==> config.mk <==
export PLATFORM = sky130hd
export DESIGN_NAME = adaptive_step_detector
export DESIGN_NICKNAME = d
export VERILOG_FILES = /design/src/asd_pkg.sv /design/src/adaptive_step_detector.sv
export VERILOG_INCLUDE_DIRS = /design/src /design/src/src
export SDC_FILE = /design/constraint.sdc
export NUM_CORES = 2
export LEC_CHECK = 0
export ABC_AREA = 1
export BUFFER_PORTS_ARGS = -buffer_cell sky130_fd_sc_hd__buf_2
export CORE_MARGIN = 5
export CORE_UTILIZATION = 62
export DETAILED_ROUTE_END_ITERATION = 8
export HOLD_SLACK_MARGIN = 0.03
export PLACE_DENSITY = 0.8
export SETUP_SLACK_MARGIN = 0.4
export SKIP_CTS_REPAIR_TIMING = 1
export SYNTH_ARGS = -nofsm -noshare
export SYNTH_HDL_FRONTEND = slang
export SYNTH_SLANG_ARGS = --single-unit
export TNS_END_PERCENT = 100
==> constraint.sdc <==
create_clock -name aclk -period 9.5 [get_ports aclk]
set_input_delay 0.475 -clock aclk [delete_from_list [all_inputs] [get_ports aclk]]
set_output_delay 0.475 -clock aclk [all_outputs]
set_load 0.01 [all_outputs]
==> src/adaptive_step_detector_macros.svh <==
// ---------------------------------------------------------------------------
// Assertion macros for the adaptive step detector
// Define NO_ASSERTIONS to compile them out.
// ---------------------------------------------------------------------------
`ifndef ADAPTIVE_STEP_DETECTOR_MACROS_SVH
`define ADAPTIVE_STEP_DETECTOR_MACROS_SVH

`ifndef NO_ASSERTIONS

// same-cycle implication
`define ASD_ASSERT_IMP(lbl, clk, rst_n, ante, cons) \
    lbl: assert property (@(posedge clk) disable iff (!rst_n) (ante) |-> (cons)) \
        else $error("step detector check failed (same cycle)");

// next-cycle implication
`define ASD_ASSERT_NEXT(lbl, clk, rst_n, ante, cons) \
    lbl: assert property (@(posedge clk) disable iff (!rst_n) (ante) |=> (cons)) \
        else $error("step detector check failed (next cycle)");

`else

`define ASD_ASSERT_IMP(lbl, clk, rst_n, ante, cons)
`define ASD_ASSERT_NEXT(lbl, clk, rst_n, ante, cons)

`endif

`endif

==> src/asd_pkg.sv <==
`timescale 1ns / 1ps
// ---------------------------------------------------------------------------
// asd_pkg
// Field widths, register codes and sensitivity tables of the step detector.
// ---------------------------------------------------------------------------
package asd_pkg;

    localparam int COUNT_W    = 24;
    localparam int CAL_W      = 20;
    localparam int GOAL_W     = 24;
    localparam int BASE_W     = 24;
    localparam int MODE_W     = 2;
    localparam int THR_W      = 8;
    localparam int CFG_IDX_W  = 2;
    localparam int CFG_DATA_W = 24;

    localparam int OUT_TDATA_W = ((2 * COUNT_W + 2 * CAL_W + 7) / 8) * 8;

    localparam int CAL_DIV     = 22;
    localparam int CAL_DIV_LOG = $clog2(CAL_DIV);
    localparam int OVERSHOOT   = 200;
    localparam int ADAPT_STEP  = 2;
    localparam int BAND_HALF   = 10;

    typedef enum logic [MODE_W-1:0] {
        MODE_DEFAULT   = 2'd0,
        MODE_REGULAR   = 2'd1,
        MODE_NOT_SENS  = 2'd2,
        MODE_VERY_SENS = 2'd3
    } sens_mode_t;

    typedef enum logic [CFG_IDX_W-1:0] {
        REG_SENS_MODE = 2'd0,
        REG_STEP_GOAL = 2'd1,
        REG_LIFE_BASE = 2'd2
    } cfg_reg_t;

    function automatic logic [THR_W-1:0] x_threshold(input logic [MODE_W-1:0] mode);
        logic [THR_W-1:0] thr;
        case (mode)
            MODE_NOT_SENS:  thr = THR_W'(45);
            MODE_VERY_SENS: thr = THR_W'(25);
            default:        thr = THR_W'(35);
        endcase
        return thr;
    endfunction

    // start value of the Y/Z thresholds; the adapt band is this +/- BAND_HALF
    function automatic logic [THR_W-1:0] mode_value(input logic [MODE_W-1:0] mode);
        logic [THR_W-1:0] thr;
        case (mode)
            MODE_NOT_SENS:  thr = THR_W'(235);
            MODE_VERY_SENS: thr = THR_W'(110);
            default:        thr = THR_W'(185);
        endcase
        return thr;
    endfunction

endpackage

==> src/adaptive_step_detector.sv <==
`timescale 1ns / 1ps
`include "adaptive_step_detector_macros.svh"
// ---------------------------------------------------------------------------
// adaptive_step_detector
// Step detection on three-axis acceleration samples with adaptive Y/Z
// thresholds, session and lifetime step counters and calorie estimates.
//
//   channel   | dir | payload
//   ----------+-----+-----------------------------------------------------
//   cfg_*     | in  | register index, write data (mode, goal, lifetime base)
//   s_axis_*  | in  | accel_x/y/z samples, vibrating flag
//   m_axis_*  | out | step/goal flags, session and lifetime counts, calories
//
// One sample per cycle while m_axis does not stall; a result passes the input,
// detect, lifetime and output registers. The rate is set by the state update
// in the detect stage (previous sample, thresholds, session count).
// Reset is synchronous: config returns to mode 1, goal 0, lifetime base 1.
// A stall on m_axis backs up stage by stage; empty stages keep filling.
// Config port is always ready.
// ---------------------------------------------------------------------------
module adaptive_step_detector
    import asd_pkg::*;
#(
    parameter int COUNT_BITS  = 24,
    parameter int SAMPLE_BITS = 13,
    localparam int IN_TDATA_W = ((3 * SAMPLE_BITS + 7) / 8) * 8
) (
    input  logic                   aclk,
    input  logic                   aresetn,

    input  logic                   cfg_valid,
    output logic                   cfg_ready,
    input  logic [CFG_IDX_W-1:0]   cfg_index,
    input  logic [CFG_DATA_W-1:0]  cfg_data,

    input  logic                   s_axis_tvalid,
    output logic                   s_axis_tready,
    input  logic [IN_TDATA_W-1:0]  s_axis_tdata,  // accel_x, accel_y, accel_z, zero pad
    input  logic [0:0]             s_axis_tuser,  // vibrating

    output logic                   m_axis_tvalid,
    input  logic                   m_axis_tready,
    output logic [OUT_TDATA_W-1:0] m_axis_tdata,  // step_count, session_calories,
                                                  // lifetime_steps, lifetime_calories
    output logic [1:0]             m_axis_tuser   // step_detected, goal_reached
);

    localparam int DW        = SAMPLE_BITS + 2;
    localparam int CMP_W     = (COUNT_BITS > GOAL_W) ? COUNT_BITS : GOAL_W;
    localparam int SUM_W     = CMP_W + 1;
    localparam int PROD_W    = 2 * COUNT_BITS + 1;
    localparam int CAL_SHIFT = COUNT_BITS + CAL_DIV_LOG;
    localparam logic [COUNT_BITS-1:0] COUNT_MAX = '1;
    // rounded-up reciprocal of the calorie divisor, exact for every count
    localparam logic [COUNT_BITS:0] CAL_MULT =
        (COUNT_BITS + 1)'(((64'd1 << CAL_SHIFT) / CAL_DIV) + 64'd1);

    function automatic logic signed [DW-1:0] mag_change(
        input logic signed [SAMPLE_BITS-1:0] cur,
        input logic signed [SAMPLE_BITS-1:0] prv
    );
        logic signed [DW-1:0] ac;
        logic signed [DW-1:0] ap;
        logic signed [DW-1:0] d;
        ac = DW'(cur);
        ap = DW'(prv);
        if (ac < 0) ac = -ac;
        if (ap < 0) ap = -ap;
        d = ac - ap;
        if (d < 0) d = -d;
        return d;
    endfunction

    function automatic logic [THR_W-1:0] adapt_thr(
        input logic signed [DW-1:0] change,
        input logic [THR_W-1:0]     thr,
        input logic [MODE_W-1:0]    mode
    );
        logic signed [DW-1:0] thr_s;
        logic signed [DW-1:0] over;
        logic [THR_W-1:0]     lo;
        logic [THR_W-1:0]     hi;
        logic [THR_W-1:0]     t;
        thr_s = $signed(DW'(thr));
        over  = change - thr_s;
        lo    = mode_value(mode) - THR_W'(BAND_HALF);
        hi    = mode_value(mode) + THR_W'(BAND_HALF);
        t     = thr;
        if ((change >= thr_s) && (over > $signed(DW'(OVERSHOOT)))) begin
            if (thr > hi) begin
                t = hi;
            end else if (thr < lo) begin
                t = lo;
            end
            if (t < hi) t = t + THR_W'(ADAPT_STEP);
        end
        return t;
    endfunction

    function automatic logic [CAL_W-1:0] calories(input logic [COUNT_BITS-1:0] n);
        logic [PROD_W-1:0] prod;
        prod = PROD_W'(n) * PROD_W'(CAL_MULT);
        return CAL_W'(prod[PROD_W-1:CAL_SHIFT]);
    endfunction

    // config registers
    logic [MODE_W-1:0] mode_reg;
    logic [GOAL_W-1:0] goal_reg;
    logic [BASE_W-1:0] base_reg;

    // input stage
    logic                          a_valid_reg;
    logic signed [SAMPLE_BITS-1:0] a_x_reg, a_y_reg, a_z_reg;
    logic                          a_vib_reg;

    // detector state
    logic                          armed_reg;
    logic signed [SAMPLE_BITS-1:0] prev_x_reg, prev_y_reg, prev_z_reg;
    logic [THR_W-1:0]              y_thr_reg, z_thr_reg;
    logic [COUNT_BITS-1:0]         count_reg;

    // detect stage result
    logic                  b_valid_reg;
    logic                  b_step_reg;
    logic                  b_goal_reg;
    logic [COUNT_BITS-1:0] b_count_reg;

    // lifetime stage
    logic                  c_valid_reg;
    logic                  c_step_reg;
    logic                  c_goal_reg;
    logic [COUNT_W-1:0]    c_count_reg;
    logic [CAL_W-1:0]      c_scal_reg;
    logic [COUNT_BITS-1:0] c_life_reg;

    // output register
    logic               m_valid_reg;
    logic               d_step_reg;
    logic               d_goal_reg;
    logic [COUNT_W-1:0] d_count_reg;
    logic [CAL_W-1:0]   d_scal_reg;
    logic [COUNT_W-1:0] d_life_reg;
    logic [CAL_W-1:0]   d_lcal_reg;

    logic ld_a, ld_b, ld_c, ld_d;
    logic cfg_wr;

    logic signed [DW-1:0]  dx, dy, dz;
    logic                  x_hit, y_hit, z_hit;
    logic                  step;
    logic                  count_inc;
    logic [COUNT_BITS-1:0] count_next;
    logic                  goal_hit;
    logic [THR_W-1:0]      y_thr_next, z_thr_next;
    logic [SUM_W-1:0]      life_sum;
    logic [COUNT_BITS-1:0] life;

    // ---------------- flow control ----------------
    assign ld_d = !m_valid_reg || m_axis_tready;
    assign ld_c = !c_valid_reg || ld_d;
    assign ld_b = !b_valid_reg || ld_c;
    assign ld_a = !a_valid_reg || ld_b;

    assign s_axis_tready = ld_a;
    assign cfg_ready     = 1'b1;
    assign cfg_wr        = cfg_valid && cfg_ready;

    // ---------------- config ----------------
    always_ff @(posedge aclk) begin
        if (!aresetn) begin
            mode_reg <= MODE_REGULAR;
            goal_reg <= '0;
            base_reg <= BASE_W'(1);
        end else if (cfg_wr) begin
            case (cfg_index)
                REG_SENS_MODE: mode_reg <= cfg_data[MODE_W-1:0];
                REG_STEP_GOAL: goal_reg <= cfg_data[GOAL_W-1:0];
                REG_LIFE_BASE: base_reg <= cfg_data[BASE_W-1:0];
                default: ;
            endcase
        end
    end

    // ---------------- input register ----------------
    always_ff @(posedge aclk) begin
        if (!aresetn) begin
            a_valid_reg <= 1'b0;
        end else if (ld_a) begin
            a_valid_reg <= s_axis_tvalid;
        end
    end

    always_ff @(posedge aclk) begin
        if (ld_a && s_axis_tvalid) begin
            a_x_reg   <= s_axis_tdata[SAMPLE_BITS-1:0];
            a_y_reg   <= s_axis_tdata[2*SAMPLE_BITS-1:SAMPLE_BITS];
            a_z_reg   <= s_axis_tdata[3*SAMPLE_BITS-1:2*SAMPLE_BITS];
            a_vib_reg <= s_axis_tuser[0];
        end
    end

    // ---------------- detect stage ----------------
    always_comb begin
        dx         = mag_change(a_x_reg, prev_x_reg);
        dy         = mag_change(a_y_reg, prev_y_reg);
        dz         = mag_change(a_z_reg, prev_z_reg);
        x_hit      = dx >= $signed(DW'(x_threshold(mode_reg)));
        y_hit      = dy >= $signed(DW'(y_thr_reg));
        z_hit      = dz >= $signed(DW'(z_thr_reg));
        y_thr_next = adapt_thr(dy, y_thr_reg, mode_reg);
        z_thr_next = adapt_thr(dz, z_thr_reg, mode_reg);
        step       = armed_reg && x_hit && (y_hit || z_hit) && !a_vib_reg;
        count_inc  = step && (count_reg != COUNT_MAX);
        count_next = count_reg + COUNT_BITS'(1);
        goal_hit   = count_inc && (goal_reg != '0) &&
                     (CMP_W'(count_next) == CMP_W'(goal_reg));
    end

    always_ff @(posedge aclk) begin
        if (!aresetn) begin
            armed_reg  <= 1'b0;
            prev_x_reg <= '0;
            prev_y_reg <= '0;
            prev_z_reg <= '0;
            y_thr_reg  <= mode_value(MODE_REGULAR);
            z_thr_reg  <= mode_value(MODE_REGULAR);
            count_reg  <= '0;
        end else if (cfg_wr && (cfg_index == REG_SENS_MODE)) begin
            // mode change reloads both adaptive thresholds
            y_thr_reg <= mode_value(cfg_data[MODE_W-1:0]);
            z_thr_reg <= mode_value(cfg_data[MODE_W-1:0]);
        end else if (ld_b && a_valid_reg) begin
            if (armed_reg) begin
                prev_x_reg <= a_x_reg;
                prev_y_reg <= a_y_reg;
                prev_z_reg <= a_z_reg;
                y_thr_reg  <= y_thr_next;
                z_thr_reg  <= z_thr_next;
                if (count_inc) count_reg <= count_next;
            end else begin
                // first sample only arms
                armed_reg <= 1'b1;
            end
        end
    end

    always_ff @(posedge aclk) begin
        if (!aresetn) begin
            b_valid_reg <= 1'b0;
        end else if (ld_b) begin
            b_valid_reg <= a_valid_reg;
        end
    end

    always_ff @(posedge aclk) begin
        if (ld_b && a_valid_reg) begin
            b_step_reg  <= step;
            b_goal_reg  <= goal_hit;
            b_count_reg <= count_inc ? count_next : count_reg;
        end
    end

    // ---------------- lifetime stage ----------------
    always_comb begin
        life_sum = SUM_W'(base_reg) + SUM_W'(b_count_reg);
        life     = (life_sum > SUM_W'(COUNT_MAX)) ? COUNT_MAX : life_sum[COUNT_BITS-1:0];
    end

    always_ff @(posedge aclk) begin
        if (!aresetn) begin
            c_valid_reg <= 1'b0;
        end else if (ld_c) begin
            c_valid_reg <= b_valid_reg;
        end
    end

    always_ff @(posedge aclk) begin
        if (ld_c && b_valid_reg) begin
            c_step_reg  <= b_step_reg;
            c_goal_reg  <= b_goal_reg;
            c_count_reg <= COUNT_W'(b_count_reg);
            c_scal_reg  <= calories(b_count_reg);
            c_life_reg  <= life;
        end
    end

    // ---------------- output register ----------------
    always_ff @(posedge aclk) begin
        if (!aresetn) begin
            m_valid_reg <= 1'b0;
        end else if (ld_d) begin
            m_valid_reg <= c_valid_reg;
        end
    end

    always_ff @(posedge aclk) begin
        if (ld_d && c_valid_reg) begin
            d_step_reg  <= c_step_reg;
            d_goal_reg  <= c_goal_reg;
            d_count_reg <= c_count_reg;
            d_scal_reg  <= c_scal_reg;
            d_life_reg  <= COUNT_W'(c_life_reg);
            d_lcal_reg  <= calories(c_life_reg);
        end
    end

    assign m_axis_tvalid = m_valid_reg;
    assign m_axis_tdata  = OUT_TDATA_W'({d_lcal_reg, d_life_reg, d_scal_reg, d_count_reg});
    assign m_axis_tuser  = {d_goal_reg, d_step_reg};

    // ---------------- assertions ----------------
    `ASD_ASSERT_IMP(a_full_stall_blocks, aclk, aresetn, a_valid_reg && b_valid_reg && c_valid_reg && m_valid_reg && !m_axis_tready, !s_axis_tready)
    `ASD_ASSERT_NEXT(a_count_moves_by_one, aclk, aresetn, 1'b1, (count_reg == $past(count_reg)) || (count_reg == $past(count_reg) + COUNT_BITS'(1)))
    `ASD_ASSERT_NEXT(a_y_thr_never_drops, aclk, aresetn, !(cfg_wr && (cfg_index == REG_SENS_MODE)), y_thr_reg >= $past(y_thr_reg))
    `ASD_ASSERT_NEXT(a_z_thr_never_drops, aclk, aresetn, !(cfg_wr && (cfg_index == REG_SENS_MODE)), z_thr_reg >= $past(z_thr_reg))
    `ASD_ASSERT_IMP(a_goal_matches_count, aclk, aresetn, m_valid_reg && d_goal_reg, d_step_reg && (d_count_reg == goal_reg))

endmodule
; Word level (Yosys, flattened, before mapping)
; Index checks and enable logic that the tools add are counted.
[totals]
regBits = 360
input_bits = 72
output_inout_bits = 93
word_cells = 149
[op_classes]
addsub = 20
mul = 2
order_cmp = 21
eq_ne = 8
n_mux = 29
n_bitwise = 1
reduce_logical = 36
[op_table]
columns = cell, n
row1 = 15-bit 2-to-1 mux, 9
row2 = 8-bit 2-to-1 mux, 16
row3 = "24-bit by 22-bit multiplier with 46-bit output, second input constant", 2
row4 = 13-bit negation with 15-bit output, 6
row5 = "13-bit by 1-bit less-than comparator with 1-bit output, second input constant", 6
row6 = 15-bit by 9-bit greater-or-equal comparator with 1-bit output, 3
row7 = "15-bit by 1-bit less-than comparator with 1-bit output, second input constant", 3
row8 = 15-bit negation, 3
row9 = 15-bit subtractor, 3
row10 = 8-bit less-than comparator, 4
row11 = 8-bit case mux with 2 select lines, 2
row12 = "15-bit by 9-bit greater-than comparator with 1-bit output, second input constant", 2
row13 = 15-bit by 9-bit subtractor with 15-bit output, 2
row14 = 24-bit by 24-bit adder with 25-bit output, 1
row15 = "25-bit by 24-bit greater-than comparator with 1-bit output, second input constant", 1
row16 = "24-bit by 1-bit adder with 24-bit output, second input constant", 1
row17 = 24-bit == test, 1
row18 = 24-bit 2-to-1 mux, 1
row19 = "24-bit != test, second input constant", 1
row20 = 24-bit nonzero test, 1
row21 = "8-bit by 2-bit adder with 8-bit output, second input constant", 2
row22 = 8-bit greater-than comparator, 2
row23 = 1-bit logical AND, 13
row24 = 6-bit case mux with 2 select lines, 1
row25 = other kinds (11), 31

; Depth between registers and ports, before layout
[logic_depth]
ltp_word = 15
mapped_depth = 41
mapped_depth_nobuf = 39

; Worst setup path before layout
; Ideal clock, no wire load.
[synth_timing]
path_kind = reg2reg
start = reg b_count_reg[1]
end = reg c_scal_reg[10] (data pin)
setup_ps = 265
t_arrival_ps = 5639
slack_ps = 3596
stages_incl_launch_ff = 20
n_path_buf = 0
synth_period_minus_slack_ps = 5904
path_cell_list = edfxtp_1 -> ha_1 -> inv_1 -> fa_1 -> fa_1 -> inv_1 -> fa_1 -> fa_1 -> fa_1 -> fa_1 -> ha_1 -> nand2_1 -> nor2_1 -> nand2_1 -> or2_2 -> and3_1 -> o21ai_0 -> a21boi_0 -> o21ai_0 -> xor2_1
[synth_via]
elab_chain_cells = 1
[synth_rtl]
columns = item, line
row1 = "start, declared", adaptive_step_detector.sv:126  ; logic [COUNT_BITS-1:0] b_count_reg;
row2 = "start signal, assigned", adaptive_step_detector.sv:259  ; b_count_reg <= count_inc ? count_next : count_reg;
row3 = 24-bit by 22-bit multiplier with 46-bit output, adaptive_step_detector.sv:102  ; prod = PROD_W'(n) * PROD_W'(CAL_MULT);
row4 = "end signal, assigned", adaptive_step_detector.sv:282  ; c_scal_reg <= calories(b_count_reg);
row5 = "end, declared", adaptive_step_detector.sv:133  ; logic [CAL_W-1:0] c_scal_reg;
; Every way passes these cells.
; A chain may end at the register's enable or synchronous reset.

; Worst setup path after layout
[layout_timing]
start = reg b_count_reg[13]
end = reg c_scal_reg[12] (data pin)
; The elaborated chain is that of the path after synthesis.

==> results by stage <==
Worst setup path:
- The critical setup path kind is register to register.
- The maximum single-stage delay on the critical path is about 0.92 ns.
- For the worst setup path, the data required time is a little under 10 ns.
- Along the worst path, the maximum fanout reaches 12.
- The critical path contains buffers and inverters numbering 4 combined.
- Traced cell by cell, the critical path runs through fa_1 > ha_1 > inv_1 > fa_1 > inv_1 > fa_1 > inv_1 > fa_1 > inv_1 > fa_1 > fa_1 > ha_1 > a21oi_1 > o21ai_0 > a21oi_1 > o21ai_0 > a21o_1 > a21boi_0 > o21ai_0 > nand2_1 > nand2_1 > xor2_1.
- The critical path's most frequent cell is sky130_fd_sc_hd__fa_1.
- The type of destination of the critical path is a register.
- The worst setup path is launched from a register.
- The cell type group with the largest total delay on the critical path is adder cells.
- The slowest stage cell on the critical path is sky130_fd_sc_hd__edfxtp_1.
- For the worst setup path, the data arrival time is 7.15 ns.

Power:
- The peak supply drop is 367.6 uV.
- The power per cell area is between 300 and 400 nW/um2.
- The leakage power of the design is about 22 nW.

Floorplanning:
- The die is about 270 um wide.
- The die boundary height is 265.3 um.
- The placeable core region is approximately 64000 um2.
- The top-level I/O count is 165.
- The number of cell rows is 93.
- The die covers 70390 um2.
- The starting density of the core is between 60% and 70%.

Clock tree:
- For this design, the sink count on the clock tree is 360.
- The TritonCTS clock tree is yes.
- The clock reaches the later pin of the worst-skew pair after a little over 0.6 ns.
- The buffer cell driving the clock tree root is sky130_fd_sc_hd__clkbuf_16.
- Clock-pin slew was measured on the worst setup and hold paths at around 0.060 ns.
- The maximum level of the CTS H-tree is 2.
- The number of clock buffers added by TritonCTS is 42.
- The longest clock path from root to sink contains 3 buffers.

STA:
- The final total negative setup slack is 0 ns.
- Setup repair after global routing left no endpoint under its margin.
- The final hold violation count came to 0.
- In the finished design, the share of the clock period the worst path needs comes to 71.53%.
- The number of max-slew violations in the final report is 0.
- Setup violations remaining at the end of the flow were counted as 0.
- The minimum clock period after layout is just under 7 ns.
- For this run, the top clock speed supported by timing is 147.2 MHz.
- The pin slew with the least headroom to its limit is 1.143 ns.
- Hold timing on the final database bottoms out at a slack of 0.04242 ns.
- Clock skew on the completed layout was measured at roughly 0.031 ns.
- The worst pin sits at a relative slew slack of 23.81%.

Hold path:
- The classification of the worst-slack hold path is input port to register.

Yosys:
- The synthesized-area fraction occupied by and/or/nand/nor cells is between 15 and 20%.
- Of all flip-flops after synthesis, the portion carrying an async set or reset was 0%.
- By count the netlist is led by 1027 x sky130_fd_sc_hd__inv_1, 708 x sky130_fd_sc_hd__nand2_1, 621 x sky130_fd_sc_hd__ha_1.
- Measured against the total synthesized area, the mux share comes to 0%.
- The number of different library cells used by synthesis comes to between 50 and 60.
- The area share of fa/ha/maj cells after synthesis is 38.94%.
- The dominant combinational cell family by area after synthesis is adder cells.
- Of the total synthesized cell area, the portion taken by XOR and XNOR cells is 4.136%.
- In the post-synthesis netlist, the biggest area contributors are sky130_fd_sc_hd__fa_1 20%, sky130_fd_sc_hd__ha_1 19%, sky130_fd_sc_hd__edfxtp_1 17%.
- The mapped cell area is 40420 um2.
- The area share of the leading cell type in the synthesized netlist is about a fifth.
- Summing the areas of all compound-gate instances in the mapped netlist gives 8.173% of the synthesized area.
- During synthesis, Yosys emitted a total of 0 warnings.
- For this run, the leading register cell type out of synthesis is sky130_fd_sc_hd__edfxtp_1.
- The synthesized design contains 226 enable-type register cells.
- The cell count after synthesis is 4696.
- The leading area contributor after synthesis is sky130_fd_sc_hd__fa_1.
- Yosys instantiated no cell more often than sky130_fd_sc_hd__inv_1.
- Sequential elements use roughly a quarter of the synthesized area.
- The number of register bits inferred by synthesis is 360.
- The average cell area after synthesis is 8.607 um2.

Global routing:
- The global-route wire length before repair is between 150 and 200 mm.
- Global routing consumed, over all layers together, 27.40% of the routing resources.
- The initial antenna violation count is 18.
- The via count of the first global-routing pass is between 30000 and 40000.
- The total grt overflow is 0.
- Entering global routing, the biggest net connects 98 pins.

Final layout:
- The fraction of final layout cells with drive strength greater than 1 is 6.054%.
- The area of the multi-input gates is 26840 um2.
- In the final layout, flip-flops and latches occupy 9469 um2.
- The area growth from synthesis to layout is 8.358%.
- Counting the fill cells in the layout gives 5154.
- The number of nets in the finished design is around 6000.

Outcome:
- The run finished with clean final reports.

Drt:
- The pre-antenna-repair detailed-routing pass consisted of 6 iterations.
- The routed design has 96.44 mm of wire.
- Using the TritonRoute via totals, the vias-per-cell ratio works out to 5.491.
- The routed wire length per instance is 16.71 um.
- The detailed router finished its first iteration with about 2400 violations.
- The DRC violation count after routing is 0.
- The overall via count from detail_route is 31683.
- The remaining antenna violation count after routing is 0.

Run:
- The max-cap check violation count is 0.

Placement:
- Port buffering added 162 buffers.
- Detailed placement finished with a half-perimeter wire length of ~77 mm.
- Routability-driven placement finished with a final weighted congestion of 0.9969.
==> placed cells by master (no fill, tap or decap), types with 6 or more instances in the layout <==
cell	Yosys	layout
sky130_fd_sc_hd__nand3_1	174	174
sky130_fd_sc_hd__o211ai_1	19	19
sky130_fd_sc_hd__nor2_2	14	14
sky130_fd_sc_hd__a21boi_0	6	6
sky130_fd_sc_hd__buf_4	4	21
sky130_fd_sc_hd__a21oi_1	266	266
sky130_fd_sc_hd__or2_2	8	8
sky130_fd_sc_hd__nand2_2	8	8
sky130_fd_sc_hd__nor3_1	42	42
sky130_fd_sc_hd__a31oi_1	24	24
sky130_fd_sc_hd__clkbuf_1	37	9
sky130_fd_sc_hd__ha_1	621	621
sky130_fd_sc_hd__bufinv_16	0	8
sky130_fd_sc_hd__clkinv_1	5	10
sky130_fd_sc_hd__dfxtp_1	134	134
sky130_fd_sc_hd__o221ai_1	6	6
sky130_fd_sc_hd__diode_2	0	9
sky130_fd_sc_hd__nor4_1	23	23
sky130_fd_sc_hd__o21a_1	11	11
sky130_fd_sc_hd__nand4_1	84	84
sky130_fd_sc_hd__xor2_1	137	137
sky130_fd_sc_hd__xnor2_1	52	52
sky130_fd_sc_hd__fa_1	398	398
sky130_fd_sc_hd__nand2_1	708	708
sky130_fd_sc_hd__o21bai_1	13	13
sky130_fd_sc_hd__o21ai_0	206	206
sky130_fd_sc_hd__conb_1	2	7
sky130_fd_sc_hd__o31ai_1	8	8
sky130_fd_sc_hd__edfxtp_1	226	226
sky130_fd_sc_hd__inv_1	1027	1026
sky130_fd_sc_hd__clkbuf_16	0	42
sky130_fd_sc_hd__buf_2	10	162
sky130_fd_sc_hd__nor2_1	358	355
sky130_fd_sc_hd__a21o_1	10	10
==> cells by family after synthesis <==
group	after synthesis
AOI/OAI and AO/OA	596
and+or+nand+nor	1436
DFF	360
other	2
xor gates and xnor gates	190
buffers and inverters	1093
adders and majority gates	1019
==> final cells by class <==
cell class	count	share of cell area (%)
clock buffer	51	2.477
tap	855	2.443
multi-input combinational	3248	61.29
inverter	1036	8.882
antenna	9	0.05142
timing repair buffer	185	2.257
sequential	360	21.62
clock inverter	26	0.9742
==> worst paths after layout <==
kind | from | end | slack, ns | depth (start not counted)
min | s_axis_tdata[31] | a_z_reg[5] | 0.04 | 1
max | b_count_reg[13] | c_scal_reg[12] | 2.70 | 22
min reg2reg | c_count_reg[9] | d_count_reg[9] | 0.41 | 0
max reg2reg | b_count_reg[13] | c_scal_reg[12] | 2.70 | 22
==> per-stage QoR <==
stage                     power (mW)  instances  setup WS [ns]  cell area, um2  util (%)
after floorplan                9.547       4701          3.596           40440         -
after global placement         11.75       5682          2.853           42240     65.53
after detailed placement       12.00       5682          2.796           42240     65.53
after CTS                      13.89       5759          2.707           43750     67.87
after global routing           15.38       5766          2.354           43790     67.92
final                          13.97       5770          2.704           43800     67.94
==> power breakdown <==
part | internal (mW) | switching, mW | total, mW
Combinational | 3.74 | 6.27 | 10.0
Clock | 1.05 | 0.715 | 1.77
Sequential | 2.09 | 0.0989 | 2.19
Total | 6.88 | 7.09 | 14.0
==> layer usage <==
layer | vias to the layer above | track usage [%] | share of wire (%)
li1 | 15506 | - | -
met1 | 14970 | 35.65 | 41
met5 | - | 0 | 0.11
met4 | 16 | 9.105 | 3.6
met2 | 936 | 46.46 | 48
met3 | 255 | 5.235 | 7.5
(Power assumes the default switching activity.)
